<file path="src/pse_pkg.sv">
`default_nettype none

package pse_pkg;

  localparam int LETTER_COUNT = 26;
  localparam logic [7:0] LETTER_BASE = 8'd65;
  localparam int OTHER_OP_VALUE = 7;

  // Operator characters
  localparam logic [7:0] SYM_ADD    = 8'h2B;  // +
  localparam logic [7:0] SYM_SUB    = 8'h2D;  // -
  localparam logic [7:0] SYM_MUL    = 8'h2A;  // *
  localparam logic [7:0] SYM_DIV    = 8'h2F;  // /
  localparam logic [7:0] SYM_XOR    = 8'h5E;  // ^
  localparam logic [7:0] SYM_DOLLAR = 8'h24;  // $
  localparam logic [7:0] SYM_PAREN  = 8'h28;  // (
  localparam logic [7:0] SYM_HASH   = 8'h23;  // #

  typedef enum logic [2:0] {
    ST_OK      = 3'd0,
    ST_UNDER   = 3'd1,
    ST_OVER    = 3'd2,
    ST_DIVZERO = 3'd3,
    ST_BADOPND = 3'd4
  } status_t;

  typedef enum logic [2:0] {
    CL_ADD    = 3'd0,
    CL_SUB    = 3'd1,
    CL_MUL    = 3'd2,
    CL_DIV    = 3'd3,
    CL_XOR    = 3'd4,
    CL_SEVEN  = 3'd5,
    CL_LETTER = 3'd6,
    CL_BAD    = 3'd7
  } sym_class_t;

  function automatic sym_class_t classify(input logic [7:0] sym);
    sym_class_t c;
    c = CL_BAD;
    unique case (sym)
      SYM_ADD: c = CL_ADD;
      SYM_SUB: c = CL_SUB;
      SYM_MUL: c = CL_MUL;
      SYM_DIV: c = CL_DIV;
      SYM_XOR: c = CL_XOR;
      SYM_DOLLAR, SYM_PAREN, SYM_HASH: c = CL_SEVEN;
      default: begin
        if (sym >= LETTER_BASE && sym < LETTER_BASE + 8'(LETTER_COUNT)) c = CL_LETTER;
        else c = CL_BAD;
      end
    endcase
    return c;
  endfunction

endpackage

`default_nettype wire

</file>
<file path="src/postfix_stack_evaluator_unit.sv">
`default_nettype none

// Postfix expression evaluator over the variables A..Z. Each input request is
// either a load (tuser = 0: store load_value into variable letter_index) or one
// ASCII symbol of the expression (tuser = 1). A letter pushes the variable, an
// operator + - * / ^ pops two values and pushes the result, and $ ( # pop two
// and push 7. The symbol flagged by tlast returns one output request with the
// top of stack and the first error of the expression (0 ok, 1 underflow,
// 2 overflow, 3 divide by zero, 4 bad operand), then the stack is emptied.
// Values are VALUE_WIDTH-bit two's complement and wrap; division truncates
// toward zero and x/0 pushes 0. The top of stack lives in a register, the rest
// of the stack and the variable table in single-port-read synchronous RAMs.
// Flow per request: a load is done when accepted; a bad symbol, or an operator
// that finds fewer than two values, goes straight to the finish state; a letter
// passes through the variable read, an operator through the operand read, and
// * and / (but not a divide by zero) then through the shared one-bit-per-cycle
// shift-add / restoring-divide unit. A last symbol also waits until the output
// register is free. One request is in flight at a time; a finished result
// waits in the output register while the next one is worked. No clearing pass
// is needed after reset.
module postfix_stack_evaluator_unit
  import pse_pkg::*;
#(
  parameter int STACK_DEPTH = 32,
  parameter int VALUE_WIDTH = 32
) (
  input  wire logic        clk,
  input  wire logic        rst,
  // input request stream
  input  wire logic        s_axis_tvalid,
  output logic             s_axis_tready,
  input  wire logic [47:0] s_axis_tdata,   // letter_index[4:0], load_value[36:5],
                                           // symbol[44:37], zero pad [47:45]
  input  wire logic        s_axis_tuser,   // op: 0 load, 1 symbol
  input  wire logic        s_axis_tlast,   // last symbol of the expression
  // result stream
  output logic             m_axis_tvalid,
  input  wire logic        m_axis_tready,
  output logic [39:0]      m_axis_tdata    // result[31:0], status[34:32], zero pad
);

  localparam int W   = VALUE_WIDTH;
  localparam int AW  = $clog2(STACK_DEPTH);
  localparam int SPW = $clog2(STACK_DEPTH + 1);
  localparam int CW  = $clog2(VALUE_WIDTH + 1);

  typedef enum logic [4:0] {
    S_IDLE = 5'b00001,  // take a request
    S_VAR  = 5'b00010,  // variable read returns, push it
    S_OPND = 5'b00100,  // second operand read returns, apply
    S_ITER = 5'b01000,  // multiply / divide iterations
    S_FIN  = 5'b10000   // emit result on last symbol
  } state_t;

  state_t          state;
  logic [SPW-1:0]  sp;       // values on the stack, top included
  status_t         status;   // first error of this expression
  logic [LETTER_COUNT-1:0] var_valid;
  logic [CW-1:0]   cnt;

  logic [W-1:0]    top;
  logic [W-1:0]    opa, opb, acc;
  logic            neg_q;
  sym_class_t      cls_q;
  logic            last_q;
  logic [4:0]      idx_q;
  logic [31:0]     out_result;
  status_t         out_status;

  // request fields
  logic [4:0]  in_letter;
  logic [31:0] in_load;
  logic [7:0]  in_symbol;
  logic        in_acc;
  sym_class_t  in_cls;
  logic [7:0]  in_var_ofs;
  logic [63:0] load_ext;

  assign in_letter  = s_axis_tdata[4:0];
  assign in_load    = s_axis_tdata[36:5];
  assign in_symbol  = s_axis_tdata[44:37];
  assign in_acc     = s_axis_tvalid && s_axis_tready;
  assign in_cls     = classify(in_symbol);
  assign in_var_ofs = in_symbol - LETTER_BASE;
  assign load_ext   = 64'(signed'(in_load));

  assign s_axis_tready = (state == S_IDLE);

  // stack pointer helpers
  logic [SPW-1:0] sp_m1, sp_m2;
  logic           sp_full, sp_lt2;
  assign sp_m1   = sp - SPW'(1);
  assign sp_m2   = sp - SPW'(2);
  assign sp_full = (sp == SPW'(STACK_DEPTH));
  assign sp_lt2  = (sp < SPW'(2));

  // ---------------------------------------------------------------------------
  // Stack RAM: entries below the top register
  // ---------------------------------------------------------------------------
  logic [W-1:0]  stk_mem [STACK_DEPTH];
  logic          stk_we, stk_re;
  logic [W-1:0]  stk_rd;

  // a push spills the old top under the new one
  assign stk_we = (state == S_VAR) && !sp_full && (sp != '0);
  assign stk_re = in_acc && s_axis_tuser && (in_cls != CL_LETTER) &&
                  (in_cls != CL_BAD) && !sp_lt2;

  always_ff @(posedge clk) begin
    if (stk_we) stk_mem[sp_m1[AW-1:0]] <= top;
    if (stk_re) stk_rd <= stk_mem[sp_m2[AW-1:0]];
  end

  // ---------------------------------------------------------------------------
  // Variable RAM, valid bits stand in for the reset value of zero
  // ---------------------------------------------------------------------------
  logic [W-1:0] var_mem [LETTER_COUNT];
  logic         var_we, var_re;
  logic [W-1:0] var_rd;
  logic [W-1:0] push_val;

  assign var_we   = in_acc && !s_axis_tuser && (in_letter < 5'(LETTER_COUNT));
  assign var_re   = in_acc && s_axis_tuser && (in_cls == CL_LETTER);
  assign push_val = var_valid[idx_q] ? var_rd : '0;

  always_ff @(posedge clk) begin
    if (var_we) var_mem[in_letter] <= load_ext[W-1:0];
    if (var_re) var_rd <= var_mem[in_var_ofs[4:0]];
  end

  // ---------------------------------------------------------------------------
  // Operand stage: a = second from top, b = top
  // ---------------------------------------------------------------------------
  logic [W-1:0] alu_simple;
  logic [W-1:0] a_mag, b_mag;
  logic         b_zero, go_iter;

  always_comb begin
    unique case (cls_q)
      CL_ADD:   alu_simple = stk_rd + top;
      CL_SUB:   alu_simple = stk_rd - top;
      CL_XOR:   alu_simple = stk_rd ^ top;
      CL_SEVEN: alu_simple = W'(OTHER_OP_VALUE);
      default:  alu_simple = '0;  // divide by zero, iterated ops overwrite later
    endcase
  end

  assign a_mag   = stk_rd[W-1] ? (~stk_rd + W'(1)) : stk_rd;
  assign b_mag   = top[W-1] ? (~top + W'(1)) : top;
  assign b_zero  = (top == '0);
  assign go_iter = (cls_q == CL_MUL) || ((cls_q == CL_DIV) && !b_zero);

  // one divide step: bring down next dividend bit, subtract when it fits
  logic [W:0] div_shift;
  logic [W:0] div_diff;
  logic       div_fit;
  assign div_shift = {acc, opb[W-1]};
  assign div_diff  = div_shift - {1'b0, opa};
  assign div_fit   = (div_shift >= {1'b0, opa});

  logic iter_done;
  assign iter_done = (cnt == CW'(W));

  // ---------------------------------------------------------------------------
  // Result emit
  // ---------------------------------------------------------------------------
  logic        emit;
  logic [63:0] top_ext;
  assign emit    = (state == S_FIN) && last_q && (!m_axis_tvalid || m_axis_tready);
  assign top_ext = 64'(signed'(top));

  assign m_axis_tdata = {5'b0, out_status, out_result};

  // ---------------------------------------------------------------------------
  // Control
  // ---------------------------------------------------------------------------
  always_ff @(posedge clk) begin
    if (rst) begin
      state         <= S_IDLE;
      sp            <= '0;
      status        <= ST_OK;
      var_valid     <= '0;
      cnt           <= '0;
      m_axis_tvalid <= 1'b0;
    end else begin
      if (emit) m_axis_tvalid <= 1'b1;
      else if (m_axis_tready) m_axis_tvalid <= 1'b0;

      unique case (state)
        S_IDLE: begin
          if (in_acc) begin
            if (!s_axis_tuser) begin
              if (var_we) var_valid[in_letter] <= 1'b1;
            end else if (in_cls == CL_LETTER) begin
              state <= S_VAR;
            end else if (in_cls == CL_BAD) begin
              if (status == ST_OK) status <= ST_BADOPND;
              state <= S_FIN;
            end else if (sp_lt2) begin
              if (status == ST_OK) status <= ST_UNDER;
              state <= S_FIN;
            end else begin
              state <= S_OPND;
            end
          end
        end
        S_VAR: begin
          if (sp_full) begin
            if (status == ST_OK) status <= ST_OVER;
          end else begin
            sp <= sp + SPW'(1);
          end
          state <= S_FIN;
        end
        S_OPND: begin
          sp <= sp_m1;
          if ((cls_q == CL_DIV) && b_zero && (status == ST_OK)) status <= ST_DIVZERO;
          cnt   <= '0;
          state <= go_iter ? S_ITER : S_FIN;
        end
        S_ITER: begin
          if (iter_done) state <= S_FIN;
          else cnt <= cnt + CW'(1);
        end
        S_FIN: begin
          if (!last_q) begin
            state <= S_IDLE;
          end else if (emit) begin
            sp     <= '0;
            status <= ST_OK;
            state  <= S_IDLE;
          end
        end
        default: state <= S_IDLE;
      endcase
    end
  end

  // ---------------------------------------------------------------------------
  // Datapath
  // ---------------------------------------------------------------------------
  always_ff @(posedge clk) begin
    if (in_acc) begin
      cls_q  <= in_cls;
      last_q <= s_axis_tlast;
      idx_q  <= in_var_ofs[4:0];
    end

    if (state == S_VAR && !sp_full) top <= push_val;

    if (state == S_OPND) begin
      top <= alu_simple;
      acc <= '0;
      if (cls_q == CL_MUL) begin
        opa <= stk_rd;
        opb <= top;
      end else begin
        opa   <= b_mag;   // divisor
        opb   <= a_mag;   // dividend, becomes quotient
        neg_q <= stk_rd[W-1] ^ top[W-1];
      end
    end

    if (state == S_ITER) begin
      if (iter_done) begin
        if (cls_q == CL_MUL) top <= acc;
        else top <= neg_q ? (~opb + W'(1)) : opb;
      end else if (cls_q == CL_MUL) begin
        if (opb[0]) acc <= acc + opa;
        opa <= opa << 1;
        opb <= opb >> 1;
      end else begin
        acc <= div_fit ? div_diff[W-1:0] : div_shift[W-1:0];
        opb <= {opb[W-2:0], div_fit};
      end
    end

    if (emit) begin
      out_result <= (sp == '0) ? 32'd0 : top_ext[31:0];
      out_status <= ((sp == '0) && (status == ST_OK)) ? ST_UNDER : status;
    end
  end

  // ---------------------------------------------------------------------------
  // Checks
  // ---------------------------------------------------------------------------
  a_sp_bound: assert property (@(posedge clk) disable iff (rst)
    sp <= SPW'(STACK_DEPTH))
    else $error("stack pointer beyond depth");

  a_emit_src: assert property (@(posedge clk) disable iff (rst)
    $rose(m_axis_tvalid) |-> $past(state == S_FIN && last_q))
    else $error("result without a last symbol");

  a_emit_clear: assert property (@(posedge clk) disable iff (rst)
    emit |=> (sp == '0) && (status == ST_OK) && (state == S_IDLE))
    else $error("expression state not cleared after result");

  a_iter_cnt: assert property (@(posedge clk) disable iff (rst)
    (state == S_ITER) |-> (cnt <= CW'(W)))
    else $error("iteration count overrun");

  a_divzero_no_iter: assert property (@(posedge clk) disable iff (rst)
    (state == S_OPND && cls_q == CL_DIV && b_zero) |=> (state == S_FIN))
    else $error("divide by zero entered the divider");

endmodule

`default_nettype wire

</file>
<file path="config.mk">
export PLATFORM = sky130hd
export DESIGN_NAME = postfix_stack_evaluator_unit
export DESIGN_NICKNAME = d
export VERILOG_FILES = /design/src/pse_pkg.sv /design/src/postfix_stack_evaluator_unit.sv
export SDC_FILE = /design/constraint.sdc
export NUM_CORES = 2
export LEC_CHECK = 0
export BUFFER_PORTS_ARGS = -buffer_cell sky130_fd_sc_hd__buf_4
export CAP_MARGIN = 20
export CORE_ASPECT_RATIO = 2
export CORE_MARGIN = 2
export CORE_UTILIZATION = 43
export CTS_CLUSTER_SIZE = 10
export DETAILED_ROUTE_END_ITERATION = 8
export GPL_ROUTABILITY_DRIVEN = 0
export PLACE_DENSITY = 0.59
export SLEW_MARGIN = 5
export SYNTH_ARGS = -nofsm -noshare
export SYNTH_HDL_FRONTEND = slang
export SYNTH_SLANG_ARGS = --single-unit
</file>
<file path="constraint.sdc">
create_clock -name clk -period 7.4 [get_ports clk]
set_input_delay 0 -clock clk [delete_from_list [all_inputs] [get_ports clk]]
set_output_delay 0 -clock clk [all_outputs]
set_load 0.005 [all_outputs]
</file>
Word level (Yosys, flattened, before mapping)
Memories as Yosys holds them, arrays and structs flattened. A register that Yosys moved wholly into a read port is not among the register bits. Index checks and enable logic that the tools add are counted.

Register bits after elaboration: 220. Bits in latches: 0. Memory bits (writable): 1856. Memory bits (read-only): 0. Input port bits: 54. Output and inout bits: 42. Memories kept: 2.

Memory list: stk_mem (words 32, width 32, read ports 1, clocked after memory_dff 1, wr ports 1, RTL line postfix_stack_evaluator_unit.sv:100) `logic [W-1:0] stk_mem [STACK_DEPTH];`; var_mem (words 26, width 32, read ports 1, clocked after memory_dff 1, wr ports 1, RTL line postfix_stack_evaluator_unit.sv:117) `logic [W-1:0] var_mem [LETTER_COUNT];`.

Add/subtract/negate cells: 12. Multiply operators: 0. Divide/modulo/power cells: 0. Order comparisons: 8. Equality and inequality tests: 38. Shift-type cells: 0. Multiplexer cells: 67. Bitwise gates (word level): 8. Reduce and logical (&&, ||, !) cells: 41.

Operators by type and width (number): two-way mux 32 bit (25); case mux 32 bit (4 select lines) (1); adder 32 x 1 -> 32 bit (second input constant) (3); NOT 32 bit (3); adder 32 bit (2); subtractor 32 bit (2); equality test 8 x 6 -> 1 bit (second input constant) (7); two-way mux 5 bit (9); two-way mux 3 bit (12); greater-or-equal comparator 33 x 32 -> 1 bit (1); zero test 32 bit (1); XOR 32 bit (1); OR 26 bit (1); case mux 5 bit (5 select lines) (1); two-way mux 6 bit (4); logical AND 1 bit (18); case mux 3 bit (6 select lines) (1); case mux 6 bit (3 select lines) (1); != test 2 bit (second input constant) (8); adder 6 x 1 -> 6 bit (second input constant) (2); equality test 3 bit (second input constant) (4); equality test 6 bit (second input constant) (2); < comparator 5 x 6 -> 1 bit (second input constant) (2); case mux 3 bit (4 select lines) (1); other kinds (37) (62).

Depth between registers and ports, before layout
Word-level depth: 10. Mapped depth: 20.

Least setup slack after synthesis
No wires, ideal clock.

Path type: register to register. Start: register state[1]. End: memory var_mem[0][0] in the netlist's numbering, enable pin. Library setup time: 0.505 ns. Data arrival time: 5.276 ns. Slack: 1.619 ns. Stages on the path, launching flop included: 7. Path buffers: 0. Period minus slack after synthesis: 5.781 ns. Path through: dfxtp_1 or3_1 nor3b_1 and2_1 nor2b_1 nand2_1 nor4_1.

Word-level cells in the longest chain between the ends: 6.

RTL lines: start: declaration (RTL line postfix_stack_evaluator_unit.sv:55) `state_t state;`; start signal: assignment (RTL line postfix_stack_evaluator_unit.sv:219) `state <= go_iter ? S_ITER : S_FIN;`; equality test 5 x 1 -> 1 bit (RTL line postfix_stack_evaluator_unit.sv:87) `assign s_axis_tready = (state == S_IDLE);`; named net s_axis_tready (RTL line postfix_stack_evaluator_unit.sv:31) `output logic s_axis_tready,`; logical AND 1 bit (RTL line postfix_stack_evaluator_unit.sv:82) `assign in_acc = s_axis_tvalid && s_axis_tready;`; named net in_acc (RTL line postfix_stack_evaluator_unit.sv:74) `logic in_acc;`; logical AND 1 bit (2 in series) (RTL line postfix_stack_evaluator_unit.sv:122) `assign var_we = in_acc && !s_axis_tuser && (in_letter < 5'(LETTER_COUNT));`; two-way mux 1 bit (RTL line postfix_stack_evaluator_unit.sv:127) `if (var_we) var_mem[in_letter] <= load_ext[W-1:0];`; two-way mux 1 bit (not written as such) (RTL line postfix_stack_evaluator_unit.sv:127); end: declaration (RTL line postfix_stack_evaluator_unit.sv:117).

The timed path passes the listed nets, and every way through them passes these cells.

Worst setup path in the final report
Start: register top[3]. End: register top[31].

Word-level cells in the longest chain between the ends: 5. Elaborated cells between the ends (all ways): 6.

RTL lines: start: declaration (RTL line postfix_stack_evaluator_unit.sv:61) `logic [W-1:0] top;`; start signal: assignment (RTL line postfix_stack_evaluator_unit.sv:249) `if (state == S_VAR && !sp_full) top <= push_val;`; start signal: assignment (RTL line postfix_stack_evaluator_unit.sv:252) `top <= alu_simple;`; start signal: assignment (RTL line postfix_stack_evaluator_unit.sv:267) `else top <= neg_q ? (~opb + W'(1)) : opb;`; subtractor 32 bit or adder 32 bit (tied branches) (RTL line postfix_stack_evaluator_unit.sv:141, postfix_stack_evaluator_unit.sv:140); case mux 32 bit (4 select lines) (*) (RTL line postfix_stack_evaluator_unit.sv:139) `unique case (cls_q)`; two-way mux 32 bit (*) (RTL line postfix_stack_evaluator_unit.sv:251) `if (state == S_OPND) begin`; two-way mux 32 bit (RTL line postfix_stack_evaluator_unit.sv:265) `if (iter_done) begin`; two-way mux 32 bit (*) (RTL line postfix_stack_evaluator_unit.sv:264) `if (state == S_ITER) begin`.

Mark *: on every way between the ends. The rest lies on a longest branch, timed or not. A chain may end at the register's enable or synchronous reset.

==> parameters.txt <==
Parameter                              Value

Status
  Status ... complete, no violations

Detailed routing
  Initial DRT Pass Iterations ... 8
  Wire length per cell ... 28.5 um
  Total wire length after detailed routing ... 240 mm
  Detail Route Antenna Nets ... 0
  Vias per Instance ... 6.03
  Post-route DRC ... 0
  Number of DRC violations after detailed-routing iteration 0 ... 5247
  Total number of vias ... around 51000

Min path
  Hold path depth ... 2
  Class of the tightest hold or removal check ... input pin to flop

Timing
  Fmax achieved ... around 0.18 GHz
  Total Neg Setup Slack ... 0 ns
  Final WS setup ... 1.99 ns
  Final count of negative-setup-slack endpoints ... 0
  Setup skew after layout ... 0.0481 ns
  Number of hold-slack violations in the final timing report ... 0
  Max-slew headroom ... 0.253
  Max-slew violation total from the final report ... 0
  Period utilisation layout ... 0.731
  Worst Max-Slew Pin Slew ... approximately 1.1 ns
  Setup repair after global routing missed its margin ... no
  Final critical delay including setup and external delays ... 5.41 ns

Yosys
  Number of synthesized register bits ... 2140
  Gate count of the mapped netlist ... 5349
  Top cells by area, synth ... sky130_fd_sc_hd__edfxtp_1 (65%), sky130_fd_sc_hd__mux4_2 (14%), sky130_fd_sc_hd__dfxtp_1 (3.8%), sky130_fd_sc_hd__ha_1 (1.6%), sky130_fd_sc_hd__xor2_1 (1.5%)
  Mapped Avg Cell Area ... 17.0 um2
  Number of distinct library cell variants in the gate-level netlist after synthesis ... 81
  YS warnings ... 0
  Share of synthesized registers carrying an async set or reset ... 0
  Top flip-flop cell by instance count after synthesis ... sky130_fd_sc_hd__edfxtp_1
  Cell accounting for the most synthesized area ... sky130_fd_sc_hd__edfxtp_1
  Top cell type's share of synthesized area ... 0.648
  Portion of the post-synthesis area used by sequential elements ... 0.686
  Cell Area, Synth ... 91100 um2
  Post-synth EDFFs ... 1965
  List of most frequent post-synthesis cells ... sky130_fd_sc_hd__edfxtp_1 (1965), sky130_fd_sc_hd__mux4_2 (551), sky130_fd_sc_hd__nand2_1 (306)
  Most common cell in the synthesized netlist ... sky130_fd_sc_hd__edfxtp_1

Clocking
  H-Tree Depth ... 4
  TritonCTS clock tree ... yes
  Latest clock arrival within the worst-skew pair ... ~0.87 ns
  Worst-path clk slew ... 0.06 ns
  Max Buffers Root-to-Sink ... 4
  Root buffer selected by CTS ... sky130_fd_sc_hd__clkbuf_16
  Clock tree sinks ... 2140
  # resized after CTS ... 0
  Clock buffer count from CTS ... 241

Critical path
  WP depth ... 17
  Category of the critical setup timing path ... flop to flop
  CP peak stage delay ... about 0.86 ns
  Cell class contributing the biggest share of worst-path delay ... compound AO/OA/AOI/OAI gates
  Cell with the largest stage delay on the worst path ... sky130_fd_sc_hd__a2111oi_0
  Number of buffer and inverter stages on the critical path ... 1
  Worst-path fanout max ... 33
  Worst endpoint data arrival time ... 6.12 ns
  Worst reg-to-reg path cell count ... 17
  Req. time, crit path ... slightly above 8 ns
  Crit path cell chain ... buf_4 -> nor3_1 -> nand3_1 -> or2_1 -> or3b_2 -> o31ai_1 -> xor2_1 -> ha_1 -> a21o_1 -> a21oi_1 -> nor2_1 -> a2111oi_0 -> o31ai_1 -> a221oi_1 -> xnor2_1 -> a221oi_1 -> a21oi_1
  Critical Path Sink Type ... flop
  Kind of launch point of the worst setup path ... flop

Global routing
  Via count of the first global-routing pass ... 50822
  Pin count of the biggest net entering global routing ... 152
  First-pass GRT wire length ... 350 mm
  Number of antenna violations at the first check in global routing ... 15
  Overall Global Routing Usage ... 0.221
  Gr ovfl total ... 0

Power and ir drop
  Static Leakage ... 32.2 nW
  Total power after layout ... 25.6 mW
  Largest vdd supply drop ... 0.202 mV
  Pwr per Cell Area ... 249 nW/um2

Placement
  Placed insts ... 8016
  Minimum setup slack after placement ... 2.19 ns
  Total cell area at the placement stage ... 95700 um2
  Detailed Place HPWL ... 138 mm
  Port Buf Inserts ... 87

Cells and area
  Area of all placed cells without fillers ... around 100000 um2
  Relative area change from synthesis to final layout ... 12.9%
  Number of fill cells ... 17595
  Final net count ... between 5000 and 6000
  Total area of multi-input combinational cells ... between 20000 and 30000 um2
  Sequential standard cell area ... 62500 um2
  Final Non-Filler Cells ... 8400
  Fraction of final layout cells sized beyond drive strength 1 ... 0.216

Die
  Area of the die ... between 200000 and 250000 um2
  Cell row count ... 239
  Area inside the core boundary ... ~210000 um2
  Die outline width ... 329 um
  Die span in y ... 655 um
  I/O pin count ... 96
  Initial core utilization ... 0.431

Run
  Count of maximum capacitance violations ... 0
==> where the power goes <==
group / internal (mW) / switching [mW]
Clock: 5.89 / 4.41
Combinational: 0.792 / 1.19
Sequential: 13.2 / 0.0767
Total: 19.9 / 5.68
==> final cells by class <==
cell class,instances,share of cell area
sequential,2140,0.608
multi-input combinational,2796,0.268
clock buffer,312,0.0619
tap,2771,0.0337
timing repair buffer,286,0.0242
inverter,83,0.00303
clock inverter,9,0.000961
antenna,3,0.0000730
==> through the flow <==
step                utilization  hold WS [ns]
floorplan                     -        0.0989
global placement          0.453         0.214
finish                    0.487        0.0579
CTS                       0.487       0.00715
global route              0.487        0.0614
detailed placement        0.453         0.209
==> cell families (layout without fill, tap and decap cells) <==
kind of cell,Yosys count,count (layout),share of synthesized area
mux,675,675,0.151
other cells,1,8,0.0000412
flops,2140,2140,0.686
xor+xnor,234,234,0.0225
buf+inv,417,690,0.0175
compound gates,888,888,0.0627
fa+ha+maj,117,117,0.0163
simple gates,877,877,0.0437
==> state kept, by name, indices dropped and copies added, names as in the netlist, 32 cells and up <==
signal      cells
stk_mem      1024
var_mem       832
acc            32
opa            32
opb            32
out_result     32
stk_rd         32
top            32
var_rd         32
==> final timing paths <==
kind         slack (ns)                    endpoint                       start
max                1.99             top[31]$_DFF_P_              top[3]$_DFF_P_
min                0.06    var_mem[6][20]$_DFFE_PP_            s_axis_tdata[25]
min reg2reg        0.47  var_valid[14]$_SDFFE_PP0P_  var_valid[14]$_SDFFE_PP0P_
max reg2reg        1.99             top[31]$_DFF_P_              top[3]$_DFF_P_
==> layer usage <==
| metal | part of all wire | up-vias | track usage | routed length [um] |
|---|---|---|---|---|
| li1 | - | 21717 | - | - |
| met1 | 0.42 | 26686 | 0.308 | 99500 |
| met2 | 0.49 | 1913 | 0.367 | 118000 |
| met3 | 0.066 | 355 | 0.0304 | 15800 |
| met4 | 0.025 | 10 | 0.0583 | 5920 |
| met5 | 0.00028 | - | 0 | 67 |
==> layout by cell type (no fill, tap or decap), types with 19 or more instances in the layout <==
cell type / Yosys / layout
sky130_fd_sc_hd__mux4_2: 551 / 551
sky130_fd_sc_hd__edfxtp_1: 1965 / 1965
sky130_fd_sc_hd__and2_1: 37 / 37
sky130_fd_sc_hd__xnor2_1: 76 / 74
sky130_fd_sc_hd__buf_4: 5 / 215
sky130_fd_sc_hd__inv_1: 82 / 82
sky130_fd_sc_hd__nor2_1: 299 / 243
sky130_fd_sc_hd__a21oi_1: 225 / 224
sky130_fd_sc_hd__a31oi_1: 51 / 51
sky130_fd_sc_hd__clkbuf_1: 270 / 66
sky130_fd_sc_hd__mux2_2: 69 / 69
sky130_fd_sc_hd__dfxtp_1: 175 / 169
sky130_fd_sc_hd__o31ai_1: 48 / 47
sky130_fd_sc_hd__clkbuf_16: 0 / 243
sky130_fd_sc_hd__nor2_4: 0 / 55
sky130_fd_sc_hd__a211oi_1: 82 / 81
sky130_fd_sc_hd__nand4_1: 21 / 21
sky130_fd_sc_hd__a221oi_1: 41 / 41
sky130_fd_sc_hd__ha_1: 114 / 112
sky130_fd_sc_hd__nor3_1: 31 / 31
sky130_fd_sc_hd__o21ai_0: 204 / 204
sky130_fd_sc_hd__a21o_1: 55 / 55
sky130_fd_sc_hd__mux2i_1: 55 / 55
sky130_fd_sc_hd__o211ai_1: 23 / 23
sky130_fd_sc_hd__nand2_1: 306 / 305
sky130_fd_sc_hd__nor2b_1: 22 / 22
sky130_fd_sc_hd__nand3_1: 41 / 41
sky130_fd_sc_hd__dlygate4sd3_1: 0 / 55
sky130_fd_sc_hd__xor2_1: 158 / 155
sky130_fd_sc_hd__nand2b_1: 19 / 19
==> what timing repair did <==
item / in CTS / in global routing
hold endpoints to repair: 965 / 0
setup buffers: 0 / 0
hold buffers: 55 / 0
Note: power is estimated with default switching activity, not from simulation.
